**src/hw/rtl/tph_pkg.sv**
```systemverilog
// ----------------------------------------------------------------------------
// tph_pkg
// Shared types and constants for the time-proportioned PID heater controller.
// ----------------------------------------------------------------------------
package tph_pkg;

  localparam int unsigned COUNT_BITS_DEF = 32;

  localparam int unsigned TEMP_W  = 12;
  localparam int unsigned ERR_W   = 14;
  localparam int unsigned DUTY_W  = 16;
  localparam int unsigned GAIN_W  = 16;
  localparam int unsigned CFG_W   = 16;
  localparam int unsigned INTEG_W = 32;
  // gain_deriv * |delta err| * 1000 stays below 2^39
  localparam int unsigned NUM_W   = 39;

  localparam logic [10:0] TARGET_CAP = 11'd1400;
  localparam int unsigned OPEN_BIT   = 2;
  localparam int unsigned MS_PER_S   = 1000;

  typedef enum logic [1:0] {
    OP_TICK  = 2'd0,
    OP_START = 2'd1,
    OP_STOP  = 2'd2,
    OP_NOP   = 2'd3
  } op_e;

  typedef enum logic [2:0] {
    CFG_TARGET     = 3'd0,
    CFG_GAIN_PROP  = 3'd1,
    CFG_GAIN_INTEG = 3'd2,
    CFG_GAIN_DERIV = 3'd3,
    CFG_CYCLE      = 3'd4,
    CFG_MIN_ON     = 3'd5,
    CFG_GAP        = 3'd6,
    CFG_BAND       = 3'd7
  } cfg_idx_e;

  typedef enum logic [1:0] {
    T_IDLE,
    T_CALC,
    T_SWITCH
  } top_state_e;

  typedef enum logic [2:0] {
    P_IDLE,
    P_MUL,
    P_DIV,
    P_INTEG,
    P_SUM,
    P_CLAMP
  } pid_state_e;

  typedef struct packed {
    logic [10:0] target;
    logic [15:0] gain_prop;
    logic [15:0] gain_integ;
    logic [15:0] gain_deriv;
    logic [15:0] cycle_ms;
    logic [14:0] min_on_ms;
    logic [11:0] integ_band;
  } pid_cfg_t;

endpackage

```
**src/hw/rtl/tph_pid.sv**
```systemverilog
// ----------------------------------------------------------------------------
// tph_pid
// Bit-serial PID duty calculation: shift-add multiplies, restoring divide
// for the derivative term, integral saturation and duty clamping.
// ----------------------------------------------------------------------------
module tph_pid #(
  parameter int unsigned COUNT_BITS = tph_pkg::COUNT_BITS_DEF
) (
  input  logic                      clk_i,
  input  logic                      rst_ni,
  input  logic                      start_i,
  input  logic [11:0]               temp_i,
  input  tph_pkg::pid_cfg_t         cfg_i,
  input  logic [COUNT_BITS-1:0]     elapsed_i,
  output logic                      done_o,
  output logic [15:0]               duty_o
);

  localparam int unsigned MP_W  = 12 + tph_pkg::GAIN_W;
  localparam int unsigned CNT_W = 6;
  localparam int unsigned RAW_W = tph_pkg::NUM_W + 3;

  tph_pkg::pid_state_e state_q, state_d;

  logic signed [tph_pkg::ERR_W-1:0]   last_err_q, last_err_d;
  logic signed [tph_pkg::INTEG_W-1:0] integ_q, integ_d;
  logic [11:0]                aerr_q, aerr_d;
  logic                       eneg_q, eneg_d;
  logic                       dneg_q, dneg_d;
  logic                       ien_q, ien_d;
  logic [15:0]                gp_q, gp_d, gi_q, gi_d, gd_q, gd_d;
  logic [MP_W-1:0]            mp_q, mp_d, pacc_q, pacc_d, iacc_q, iacc_d;
  logic [tph_pkg::NUM_W-1:0]  md_q, md_d, dacc_q, dacc_d;
  logic [CNT_W-1:0]           cnt_q, cnt_d;
  logic [COUNT_BITS-1:0]      rem_q, rem_d, div_q, div_d;
  logic signed [RAW_W-1:0]    raw_q, raw_d;

  // start-cycle terms
  logic signed [tph_pkg::ERR_W-1:0] err;
  logic signed [tph_pkg::ERR_W:0]   delta;
  logic [12:0]                      mag;
  // divide step
  logic [COUNT_BITS+1:0]            diff;
  // integral and sum
  logic signed [tph_pkg::INTEG_W:0] isum;
  logic signed [tph_pkg::INTEG_W:0] iterm;
  logic signed [RAW_W-1:0]          pterm, dterm;
  // clamp
  logic [RAW_W-9:0]                 shr;
  logic [RAW_W-9:0]                 dv1;
  logic signed [16:0]               cmn;

  always_comb begin
    err   = $signed({3'b000, cfg_i.target}) - $signed({2'b00, temp_i});
    delta = $signed({err[tph_pkg::ERR_W-1], err}) -
            $signed({last_err_q[tph_pkg::ERR_W-1], last_err_q});
    mag   = delta[tph_pkg::ERR_W] ? 13'(-delta) : 13'(delta);
    diff  = {1'b0, rem_q, dacc_q[tph_pkg::NUM_W-1]} - {2'b00, div_q};
    iterm = eneg_q ? -$signed({5'b0, iacc_q}) : $signed({5'b0, iacc_q});
    isum  = $signed({integ_q[tph_pkg::INTEG_W-1], integ_q}) + iterm;
    pterm = eneg_q ? -$signed(RAW_W'(pacc_q)) : $signed(RAW_W'(pacc_q));
    dterm = dneg_q ? -$signed(RAW_W'(dacc_q)) : $signed(RAW_W'(dacc_q));
    shr   = raw_q[RAW_W-1:8];
    cmn   = $signed({1'b0, cfg_i.cycle_ms}) - $signed({2'b00, cfg_i.min_on_ms});
  end

  // next state
  always_comb begin
    state_d = state_q;
    unique case (state_q)
      tph_pkg::P_IDLE:  if (start_i) state_d = tph_pkg::P_MUL;
      tph_pkg::P_MUL:   if (cnt_q == CNT_W'(tph_pkg::GAIN_W - 1)) state_d = tph_pkg::P_DIV;
      tph_pkg::P_DIV:   if (cnt_q == CNT_W'(tph_pkg::NUM_W - 1)) state_d = tph_pkg::P_INTEG;
      tph_pkg::P_INTEG: state_d = tph_pkg::P_SUM;
      tph_pkg::P_SUM:   state_d = tph_pkg::P_CLAMP;
      tph_pkg::P_CLAMP: state_d = tph_pkg::P_IDLE;
      default:          state_d = tph_pkg::P_IDLE;
    endcase
  end

  // datapath
  always_comb begin
    last_err_d = last_err_q;
    integ_d    = integ_q;
    aerr_d     = aerr_q;
    eneg_d     = eneg_q;
    dneg_d     = dneg_q;
    ien_d      = ien_q;
    gp_d       = gp_q;
    gi_d       = gi_q;
    gd_d       = gd_q;
    mp_d       = mp_q;
    md_d       = md_q;
    pacc_d     = pacc_q;
    iacc_d     = iacc_q;
    dacc_d     = dacc_q;
    cnt_d      = cnt_q;
    rem_d      = rem_q;
    div_d      = div_q;
    raw_d      = raw_q;
    done_o     = 1'b0;
    duty_o     = '0;
    dv1        = '0;
    unique case (state_q)
      tph_pkg::P_IDLE: begin
        if (start_i) begin
          eneg_d     = err[tph_pkg::ERR_W-1];
          aerr_d     = err[tph_pkg::ERR_W-1] ? 12'(-err) : 12'(err);
          ien_d      = (aerr_d < cfg_i.integ_band);
          dneg_d     = delta[tph_pkg::ERR_W];
          md_d       = tph_pkg::NUM_W'(mag) * tph_pkg::NUM_W'(tph_pkg::MS_PER_S);
          mp_d       = MP_W'(aerr_d);
          gp_d       = cfg_i.gain_prop;
          gi_d       = cfg_i.gain_integ;
          gd_d       = cfg_i.gain_deriv;
          pacc_d     = '0;
          iacc_d     = '0;
          dacc_d     = '0;
          cnt_d      = '0;
          div_d      = elapsed_i;
          last_err_d = err;
        end
      end
      tph_pkg::P_MUL: begin
        if (gp_q[0]) pacc_d = pacc_q + mp_q;
        if (gi_q[0]) iacc_d = iacc_q + mp_q;
        if (gd_q[0]) dacc_d = dacc_q + md_q;
        mp_d  = {mp_q[MP_W-2:0], 1'b0};
        md_d  = {md_q[tph_pkg::NUM_W-2:0], 1'b0};
        gp_d  = {1'b0, gp_q[15:1]};
        gi_d  = {1'b0, gi_q[15:1]};
        gd_d  = {1'b0, gd_q[15:1]};
        cnt_d = cnt_q + CNT_W'(1);
        if (cnt_q == CNT_W'(tph_pkg::GAIN_W - 1)) begin
          cnt_d = '0;
          rem_d = '0;
        end
      end
      tph_pkg::P_DIV: begin
        // restoring divide, quotient bits shift into dacc
        if (!diff[COUNT_BITS+1]) begin
          rem_d  = diff[COUNT_BITS-1:0];
          dacc_d = {dacc_q[tph_pkg::NUM_W-2:0], 1'b1};
        end else begin
          rem_d  = diff[COUNT_BITS-1:0] + div_q;
          dacc_d = {dacc_q[tph_pkg::NUM_W-2:0], 1'b0};
        end
        cnt_d = cnt_q + CNT_W'(1);
      end
      tph_pkg::P_INTEG: begin
        if (ien_q) begin
          if (isum[tph_pkg::INTEG_W] != isum[tph_pkg::INTEG_W-1]) begin
            integ_d = isum[tph_pkg::INTEG_W] ? {1'b1, {(tph_pkg::INTEG_W-1){1'b0}}}
                                             : {1'b0, {(tph_pkg::INTEG_W-1){1'b1}}};
          end else begin
            integ_d = isum[tph_pkg::INTEG_W-1:0];
          end
        end
      end
      tph_pkg::P_SUM: begin
        raw_d = pterm + RAW_W'(integ_q) + dterm;
      end
      tph_pkg::P_CLAMP: begin
        done_o = 1'b1;
        if (raw_q[RAW_W-1]) dv1 = '0;
        else if (shr < (RAW_W-8)'(cfg_i.min_on_ms)) dv1 = (RAW_W-8)'(cfg_i.min_on_ms);
        else dv1 = shr;
        if (dv1 > (RAW_W-8)'(cfg_i.cycle_ms)) duty_o = cfg_i.cycle_ms;
        else if (cmn < 0) duty_o = '0;
        else if (dv1 > (RAW_W-8)'(cmn[15:0])) duty_o = cmn[15:0];
        else duty_o = dv1[15:0];
      end
      default: ;
    endcase
  end

  always_ff @(posedge clk_i or negedge rst_ni) begin
    if (!rst_ni) begin
      state_q    <= tph_pkg::P_IDLE;
      last_err_q <= '0;
      integ_q    <= '0;
    end else begin
      state_q    <= state_d;
      last_err_q <= last_err_d;
      integ_q    <= integ_d;
    end
  end

  always_ff @(posedge clk_i) begin
    aerr_q <= aerr_d;
    eneg_q <= eneg_d;
    dneg_q <= dneg_d;
    ien_q  <= ien_d;
    gp_q   <= gp_d;
    gi_q   <= gi_d;
    gd_q   <= gd_d;
    mp_q   <= mp_d;
    md_q   <= md_d;
    pacc_q <= pacc_d;
    iacc_q <= iacc_d;
    dacc_q <= dacc_d;
    cnt_q  <= cnt_d;
    rem_q  <= rem_d;
    div_q  <= div_d;
    raw_q  <= raw_d;
  end

endmodule

```
**src/hw/rtl/time_proportioned_pid_heater_top.sv**
```systemverilog
// ----------------------------------------------------------------------------
// time_proportioned_pid_heater_top
// Thermocouple sequencer, PID duty calculation and time-proportioned heater.
// ----------------------------------------------------------------------------
// One result per transfer. A start, stop, no-op or tick without a valid
// sensor read goes from the input transfer straight to the switch step. A
// tick that reads a good sensor word first runs the PID calculation: the
// bit-serial gain multiplies, the restoring divide of the derivative term,
// then integral, sum and clamp steps. Input is stalled while an item is in
// work; a finished result waits in the output register while the next item enters.
module time_proportioned_pid_heater_top #(
  parameter int unsigned COUNT_BITS = tph_pkg::COUNT_BITS_DEF
) (
  input  logic        clk_i,
  input  logic        rst_ni,
  input  logic        cfg_we_i,
  input  logic [2:0]  cfg_index_i,
  input  logic [15:0] cfg_data_i,
  input  logic        in_valid_i,
  output logic        in_stall_o,
  input  logic [1:0]  op_i,
  input  logic [15:0] sensor_word_i,
  output logic        out_valid_o,
  input  logic        out_stall_i,
  output logic        heater_on_o,
  output logic        sensor_select_o,
  output logic        sensor_read_o,
  output logic [11:0] temperature_o,
  output logic        open_circuit_o,
  output logic [15:0] duty_ms_o,
  output logic        running_o
);

  localparam logic [COUNT_BITS-1:0] CNT_MAX = '1;

  tph_pkg::top_state_e state_q, state_d;
  tph_pkg::pid_cfg_t   cfg_q;
  logic [15:0]         gap_q;

  logic                  active_q, active_d, heater_q, heater_d, sel_q, sel_d;
  logic                  fault_q, fault_d, tick_q, tick_d, read_q, read_d;
  logic [COUNT_BITS-1:0] sw_q, sw_d, rd_q, rd_d, ss_q, ss_d;
  logic [15:0]           duty_q, duty_d;
  logic [11:0]           temp_q, temp_d;

  logic        ov_q, ov_d;
  logic        o_heater_q, o_sel_q, o_read_q, o_fault_q, o_run_q;
  logic [11:0] o_temp_q;
  logic [15:0] o_duty_q;
  logic        load_out;

  logic        accept;
  logic        pid_start, pid_done;
  logic [15:0] pid_duty;

  function automatic logic [COUNT_BITS-1:0] bump(input logic [COUNT_BITS-1:0] c);
    bump = (c != CNT_MAX) ? c + COUNT_BITS'(1) : c;
  endfunction

  assign accept     = in_valid_i && (state_q == tph_pkg::T_IDLE);
  assign in_stall_o = (state_q != tph_pkg::T_IDLE);
  assign load_out   = (state_q == tph_pkg::T_SWITCH) && (!ov_q || !out_stall_i);

  // configuration registers
  always_ff @(posedge clk_i or negedge rst_ni) begin
    if (!rst_ni) begin
      cfg_q.target     <= 11'd800;
      cfg_q.gain_prop  <= 16'd256;
      cfg_q.gain_integ <= 16'd16;
      cfg_q.gain_deriv <= 16'd0;
      cfg_q.cycle_ms   <= 16'd5000;
      cfg_q.min_on_ms  <= 15'd1000;
      gap_q            <= 16'd250;
      cfg_q.integ_band <= 12'd12;
    end else if (cfg_we_i) begin
      unique case (tph_pkg::cfg_idx_e'(cfg_index_i))
        tph_pkg::CFG_TARGET:     cfg_q.target <= (cfg_data_i[10:0] > tph_pkg::TARGET_CAP) ?
                                                 tph_pkg::TARGET_CAP : cfg_data_i[10:0];
        tph_pkg::CFG_GAIN_PROP:  cfg_q.gain_prop  <= cfg_data_i;
        tph_pkg::CFG_GAIN_INTEG: cfg_q.gain_integ <= cfg_data_i;
        tph_pkg::CFG_GAIN_DERIV: cfg_q.gain_deriv <= cfg_data_i;
        tph_pkg::CFG_CYCLE:      cfg_q.cycle_ms   <= cfg_data_i;
        tph_pkg::CFG_MIN_ON:     cfg_q.min_on_ms  <= cfg_data_i[14:0];
        tph_pkg::CFG_GAP:        gap_q            <= cfg_data_i;
        tph_pkg::CFG_BAND:       cfg_q.integ_band <= cfg_data_i[11:0];
        default: ;
      endcase
    end
  end

  // next state
  always_comb begin
    state_d = state_q;
    unique case (state_q)
      tph_pkg::T_IDLE:   if (accept) state_d = pid_start ? tph_pkg::T_CALC : tph_pkg::T_SWITCH;
      tph_pkg::T_CALC:   if (pid_done) state_d = tph_pkg::T_SWITCH;
      tph_pkg::T_SWITCH: if (load_out) state_d = tph_pkg::T_IDLE;
      default:           state_d = tph_pkg::T_IDLE;
    endcase
  end

  // item processing
  always_comb begin
    active_d  = active_q;
    heater_d  = heater_q;
    sel_d     = sel_q;
    fault_d   = fault_q;
    tick_d    = tick_q;
    read_d    = read_q;
    sw_d      = sw_q;
    rd_d      = rd_q;
    ss_d      = ss_q;
    duty_d    = duty_q;
    temp_d    = temp_q;
    pid_start = 1'b0;
    unique case (state_q)
      tph_pkg::T_IDLE: begin
        if (accept) begin
          tick_d = 1'b0;
          read_d = 1'b0;
          case (tph_pkg::op_e'(op_i))
            tph_pkg::OP_START: active_d = 1'b1;
            tph_pkg::OP_STOP: begin
              active_d = 1'b0;
              heater_d = 1'b0;
              sw_d     = '0;
            end
            tph_pkg::OP_TICK: begin
              sw_d   = bump(sw_q);
              rd_d   = bump(rd_q);
              ss_d   = bump(ss_q);
              tick_d = active_q;
              if (active_q) begin
                if (sel_q && (ss_d != '0)) begin
                  read_d = 1'b1;
                  sel_d  = 1'b0;
                  if (sensor_word_i[tph_pkg::OPEN_BIT]) begin
                    fault_d = 1'b1;
                    duty_d  = '0;
                  end else begin
                    fault_d   = 1'b0;
                    temp_d    = sensor_word_i[14:3];
                    pid_start = 1'b1;
                  end
                  rd_d = '0;
                end
                if (!sel_d && (rd_d > COUNT_BITS'(gap_q))) begin
                  sel_d = 1'b1;
                  ss_d  = '0;
                end
              end
            end
            default: ;
          endcase
        end
      end
      tph_pkg::T_CALC: begin
        if (pid_done) duty_d = pid_duty;
      end
      tph_pkg::T_SWITCH: begin
        if (load_out && tick_q) begin
          if (heater_q && (sw_q > COUNT_BITS'(duty_q)) && (duty_q < cfg_q.cycle_ms)) begin
            heater_d = 1'b0;
            sw_d     = '0;
          end else if (!heater_q && (duty_q != '0) &&
                       ((duty_q > cfg_q.cycle_ms) ||
                        (sw_q > COUNT_BITS'(cfg_q.cycle_ms - duty_q)))) begin
            heater_d = 1'b1;
            sw_d     = '0;
          end
        end
      end
      default: ;
    endcase
  end

  always_comb begin
    ov_d = ov_q;
    if (ov_q && !out_stall_i) ov_d = 1'b0;
    if (load_out) ov_d = 1'b1;
  end

  tph_pid #(
    .COUNT_BITS (COUNT_BITS)
  ) u_pid (
    .clk_i     (clk_i),
    .rst_ni    (rst_ni),
    .start_i   (pid_start),
    .temp_i    (temp_d),
    .cfg_i     (cfg_q),
    .elapsed_i (rd_q + COUNT_BITS'(rd_q != CNT_MAX)),
    .done_o    (pid_done),
    .duty_o    (pid_duty)
  );

  always_ff @(posedge clk_i or negedge rst_ni) begin
    if (!rst_ni) begin
      state_q  <= tph_pkg::T_IDLE;
      active_q <= 1'b0;
      heater_q <= 1'b0;
      sel_q    <= 1'b0;
      fault_q  <= 1'b0;
      tick_q   <= 1'b0;
      read_q   <= 1'b0;
      sw_q     <= '0;
      rd_q     <= '0;
      ss_q     <= '0;
      duty_q   <= '0;
      temp_q   <= '0;
      ov_q     <= 1'b0;
    end else begin
      state_q  <= state_d;
      active_q <= active_d;
      heater_q <= heater_d;
      sel_q    <= sel_d;
      fault_q  <= fault_d;
      tick_q   <= tick_d;
      read_q   <= read_d;
      sw_q     <= sw_d;
      rd_q     <= rd_d;
      ss_q     <= ss_d;
      duty_q   <= duty_d;
      temp_q   <= temp_d;
      ov_q     <= ov_d;
    end
  end

  always_ff @(posedge clk_i) begin
    if (load_out) begin
      o_heater_q <= heater_d;
      o_sel_q    <= sel_q;
      o_read_q   <= read_q;
      o_temp_q   <= temp_q;
      o_fault_q  <= fault_q;
      o_duty_q   <= duty_q;
      o_run_q    <= active_q;
    end
  end

  assign out_valid_o     = ov_q;
  assign heater_on_o     = o_heater_q;
  assign sensor_select_o = o_sel_q;
  assign sensor_read_o   = o_read_q;
  assign temperature_o   = o_temp_q;
  assign open_circuit_o  = o_fault_q;
  assign duty_ms_o       = o_duty_q;
  assign running_o       = o_run_q;

endmodule

```
**config.mk**
```make
export PLATFORM = sky130hd
export DESIGN_NAME = time_proportioned_pid_heater_top
export DESIGN_NICKNAME = d
export VERILOG_FILES = /design/src/hw/rtl/tph_pkg.sv /design/src/hw/rtl/tph_pid.sv /design/src/hw/rtl/time_proportioned_pid_heater_top.sv
export SDC_FILE = /design/constraint.sdc
export NUM_CORES = 2
export LEC_CHECK = 0
export BUFFER_PORTS_ARGS = -buffer_cell sky130_fd_sc_hd__buf_2
export CELL_PAD_IN_SITES_DETAIL_PLACEMENT = 1
export CELL_PAD_IN_SITES_GLOBAL_PLACEMENT = 1
export CORE_UTILIZATION = 40
export DETAILED_ROUTE_END_ITERATION = 12
export GPL_ROUTABILITY_DRIVEN = 1
export PLACE_DENSITY_LB_ADDON = 0.1
export RECOVER_POWER = 25
export SYNTH_ARGS = -nofsm -noshare
export SYNTH_HDL_FRONTEND = slang
export SYNTH_SLANG_ARGS = --single-unit
```
**constraint.sdc**
```tcl
create_clock -name clk_i -period 11.7 [get_ports clk_i]
set_clock_uncertainty 0.2 [all_clocks]
set_input_delay 1.17 -clock clk_i [delete_from_list [all_inputs] [get_ports clk_i]]
set_output_delay 1.17 -clock clk_i [all_outputs]
set_load 0.03 [all_outputs]
```
==> parameters.txt <==
Parameter                              Value

Finish
  Number of nets in the final layout    5975
  Synth-to-layout area growth    11.0%
  Filler instances    14.0k
  Antenna cell count    0
  Fraction of final layout cells with drive strength greater than 1    9.99%
  Multi-input gate area in the final layout    29600 sq um
  Area taken by flip-flops and latches    17900 sq um
  Final design area excluding fillers    54800 sq um

Logic synthesis
  Mean area per synthesized cell    9.33 sq um
  Async set or reset register ratio after synthesis    46.3%
  Synthesis-stage register bit count    646
  Nets in the synthesized netlist    5883
  Compound-Gate Fraction of Synth Area    17.3%
  Fraction of post-synthesis cell area in the top cell type by area    21.1%
  Ranking of synthesized cells by area    sky130_fd_sc_hd__edfxtp_1, sky130_fd_sc_hd__dfrtp_1, sky130_fd_sc_hd__ha_1, sky130_fd_sc_hd__xnor2_1, sky130_fd_sc_hd__nand2_1
  Yosys Warn Count    0
  Sequential fraction of the synthesis area    36.3%
  Number of enable-type register cells in the synthesized netlist    347
  Syn Inst Count    5292
  Number of library cell types mapped by synthesis    104
  Main synth FF type    sky130_fd_sc_hd__edfxtp_1
  Synth Area in XOR/XNOR    7.36%
  Largest family of logic cells by synthesized area    compound AO/OA/AOI/OAI gates
  Synthesized-area fraction occupied by adder cells    15.3%
  Dominant cell type by area after synthesis    sky130_fd_sc_hd__edfxtp_1
  Post-Synth Simple-Gate Area    16.3%
  Post-synthesis cell area    49400 sq um
  Multiplexer share of the synthesized area    3.24%

GRT
  Vias in the first global route    41.1k
  Overflow left after global routing    0
  Pin count of the biggest net entering global routing    129
  Antenna violations before repair    8
  Global-route wire length before repair    231000 microns
  Global router's overall resource usage    22.9%

Floorplan
  Area of the die    125000 sq um
  Die height    353 microns
  Area of the core    122000 sq um
  Number of placement rows    128
  I/O pin count    77
  Die width    353 microns
  Effective utilization at floorplan    40.4%

Timing
  Fin crit period    11.05 ns
  Final cycle utilization of the critical path    94.4%
  Highest achievable clock rate    90.5 MHz
  Final setup violating endpoints    0
  Summed negative setup slack over all endpoints    0 ns
  Hold violation total from the final report    0
  Worst Max-Slew Pin Slew    4.06 ns
  Relative slew margins    -170%
  Pins over their slew limit    327

Worst setup path
  Worst stage delay on the critical path    0.55 ns
  Critical Path Most Common Cell    sky130_fd_sc_hd__fa_1
  R2R Setup Slk    0.65 ns
  Critical path data required time    11.87 ns
  Type of the setup path with the least slack    flip-flop to flip-flop
  Kind of start point of the critical path    flip-flop
  Kind of capture point of the worst setup path    flip-flop
  Cell at the slowest stage of the critical path    sky130_fd_sc_hd__or4b_1
  Maximum fanout along the worst path    8
  Arrival time of the worst setup path    11.22 ns
  Bufs and invs on worst path    5
  Cell class contributing the biggest share of worst-path delay    adder cells

Clocking
  Number of buffers inserted during clock tree synthesis    83
  Clock latency of the later-clocked register in the worst-skew pair    0.68 ns
  TritonCTS clock tree    built
  Post-CTS clock slew at the launch and capture registers of the worst setup and hold paths    0.06 ns
  CTS H-Tree Depth    3
  CTS max path bufs    3
  Cell chosen for the clock root    sky130_fd_sc_hd__clkbuf_16
  TritonCTS Sinks    646

Routing
  Detailed Route WL    142000 microns
  Residual DRC    0
  DR vias/cell    5.56
  ANT nets after route    0
  Initial detailed-routing violation count    2016
  Overall via count from detail_route    39.4k
  DR WL/cell    20.1 microns
  Pre-antenna DRT Iters    5

Placement
  Placement-stage cell area    52000 sq um
  Dpl hpwl    108000 microns
  RePlAce Congestion    0.862
  Input/output buffers    73

Min path
  Min-Delay Path Class    flip-flop to flip-flop

Flow run
  Max Cap Violations    8

Outcome
  Status    finished with violations
  Failing checks    max-capacitance violations, max-slew violations
-- path summary, 6_finish.rpt --
path | startpoint | endpoint | depth (start not counted)
setup / recovery | ss_q[19]$_DFFE_PN0P_ | u_pid.md_q[20]$_DFFE_PP_ | 45
hold / removal | temp_q[6]$_DFF_PN0_ | temperature_o[6]$_DFFE_PP_ | 0
setup reg to reg | ss_q[19]$_DFFE_PN0P_ | u_pid.md_q[20]$_DFFE_PP_ | 45
hold reg to reg | temp_q[6]$_DFF_PN0_ | temperature_o[6]$_DFFE_PP_ | 0
max in group asynchronous | rst_ni | u_pid.last_err_q[0]$_DFFE_PN0P_ | 3
min in group asynchronous | rst_ni | sw_q[29]$_DFFE_PN0P_ | 1
-- what timing repair did --
action | in CTS | in global routing
setup buffers | 0 | 6
setup endpoints to repair | 0 | 7
resized for setup | 0 | 43
hold buffers | 0 | 0
-- sequential cells by signal, summed over array words and instances, names as in the netlist, 13 cells and up --
signal / flops
u_pid.integ_q: 32
u_pid.gp_q: 16
u_pid.last_err_q: 13
u_pid.gi_q: 16
rd_q: 32
gap_q: 16
ss_q: 32
u_pid.rem_q: 32
u_pid.raw_q: 34
u_pid.mp_q: 28
u_pid.div_q: 32
u_pid.md_q: 36
duty_q: 16
u_pid.pacc_q: 28
duty_ms_o: 16
u_pid.gd_q: 16
u_pid.iacc_q: 28
cfg_q: 102
u_pid.dacc_q: 39
sw_q: 32
-- routing by layer --
metal,up-vias,routed length (microns),GRT usage (%)
met5,-,57,0
met4,10,2590,5.44
met3,143,3980,2.60
met2,403,67300,38.3
met1,19600,68400,31.5
li1,19300,-,-
-- cells by family after synthesis --
logic type | Yosys count
mux | 146
buf+inv | 539
simple gates | 1661
compound gates | 1336
fa+ha+maj | 549
xor+xnor | 415
flops | 646
-- worst register-to-register path: cells and delay by family, from the launching register on --
| family | cells | cell delay (ns) |
|---|---|---|
| AND/OR/NAND/NOR | 13 | 2.72 |
| multiplexers | 1 | 0.32 |
| adder cells (fa/ha/maj) | 8 | 3.11 |
| buffers and inverters | 5 | 0.60 |
| XOR/XNOR | 4 | 0.91 |
| flip-flops | 1 | 0.46 |
| AO/OA/AOI/OAI | 14 | 2.43 |
-- Yosys cell counts, drive strengths merged (103+ instances only) --
master  number
clkbuf     153
inv        344
mux2       108
a21oi      345
o21ai      344
dfrtp      275
edfxtp     347
a21o       136
ha         460
nand3      126
xnor2      259
nand2      500
nor3       103
nor2       422
xor2       156
-- stage by stage --
step	utilization, %	std cells	hold slack (ns)	setup WS, ns
global placement	42.6	6918	0.228	0.321
floorplan	-	5292	0.219	0.708
finish	44.9	7078	0.250	0.654
detailed placement	42.6	6918	0.232	0.215
global route	44.9	7078	0.257	-0.0893
CTS	44.7	7072	0.246	0.168
-- placed cells by master, fill, tap and decap left out, drive strengths merged, types with 132 or more instances in the layout --
cell type / n
dfrtp: 275
o21ai: 344
buf: 190
nor2: 422
inv: 347
a21o: 136
a21oi: 345
ha: 460
xor2: 156
clkbuf: 132
edfxtp: 347
nand2: 500
xnor2: 259
-- cell type report --
| type | instances | area share, % |
|---|---|---|
| flip-flops and latches | 646 | 32.7 |
| clock buffers | 120 | 4.25 |
| repair buffers | 202 | 2.39 |
| inverters | 344 | 2.36 |
| well taps | 1625 | 3.71 |
| multi-input cells | 4107 | 54.1 |
| clock inverters | 34 | 0.518 |
Power is left out: the tool's default activity adds up to more than one toggle a clock period on the data nets, which glitch-free logic cannot reach.
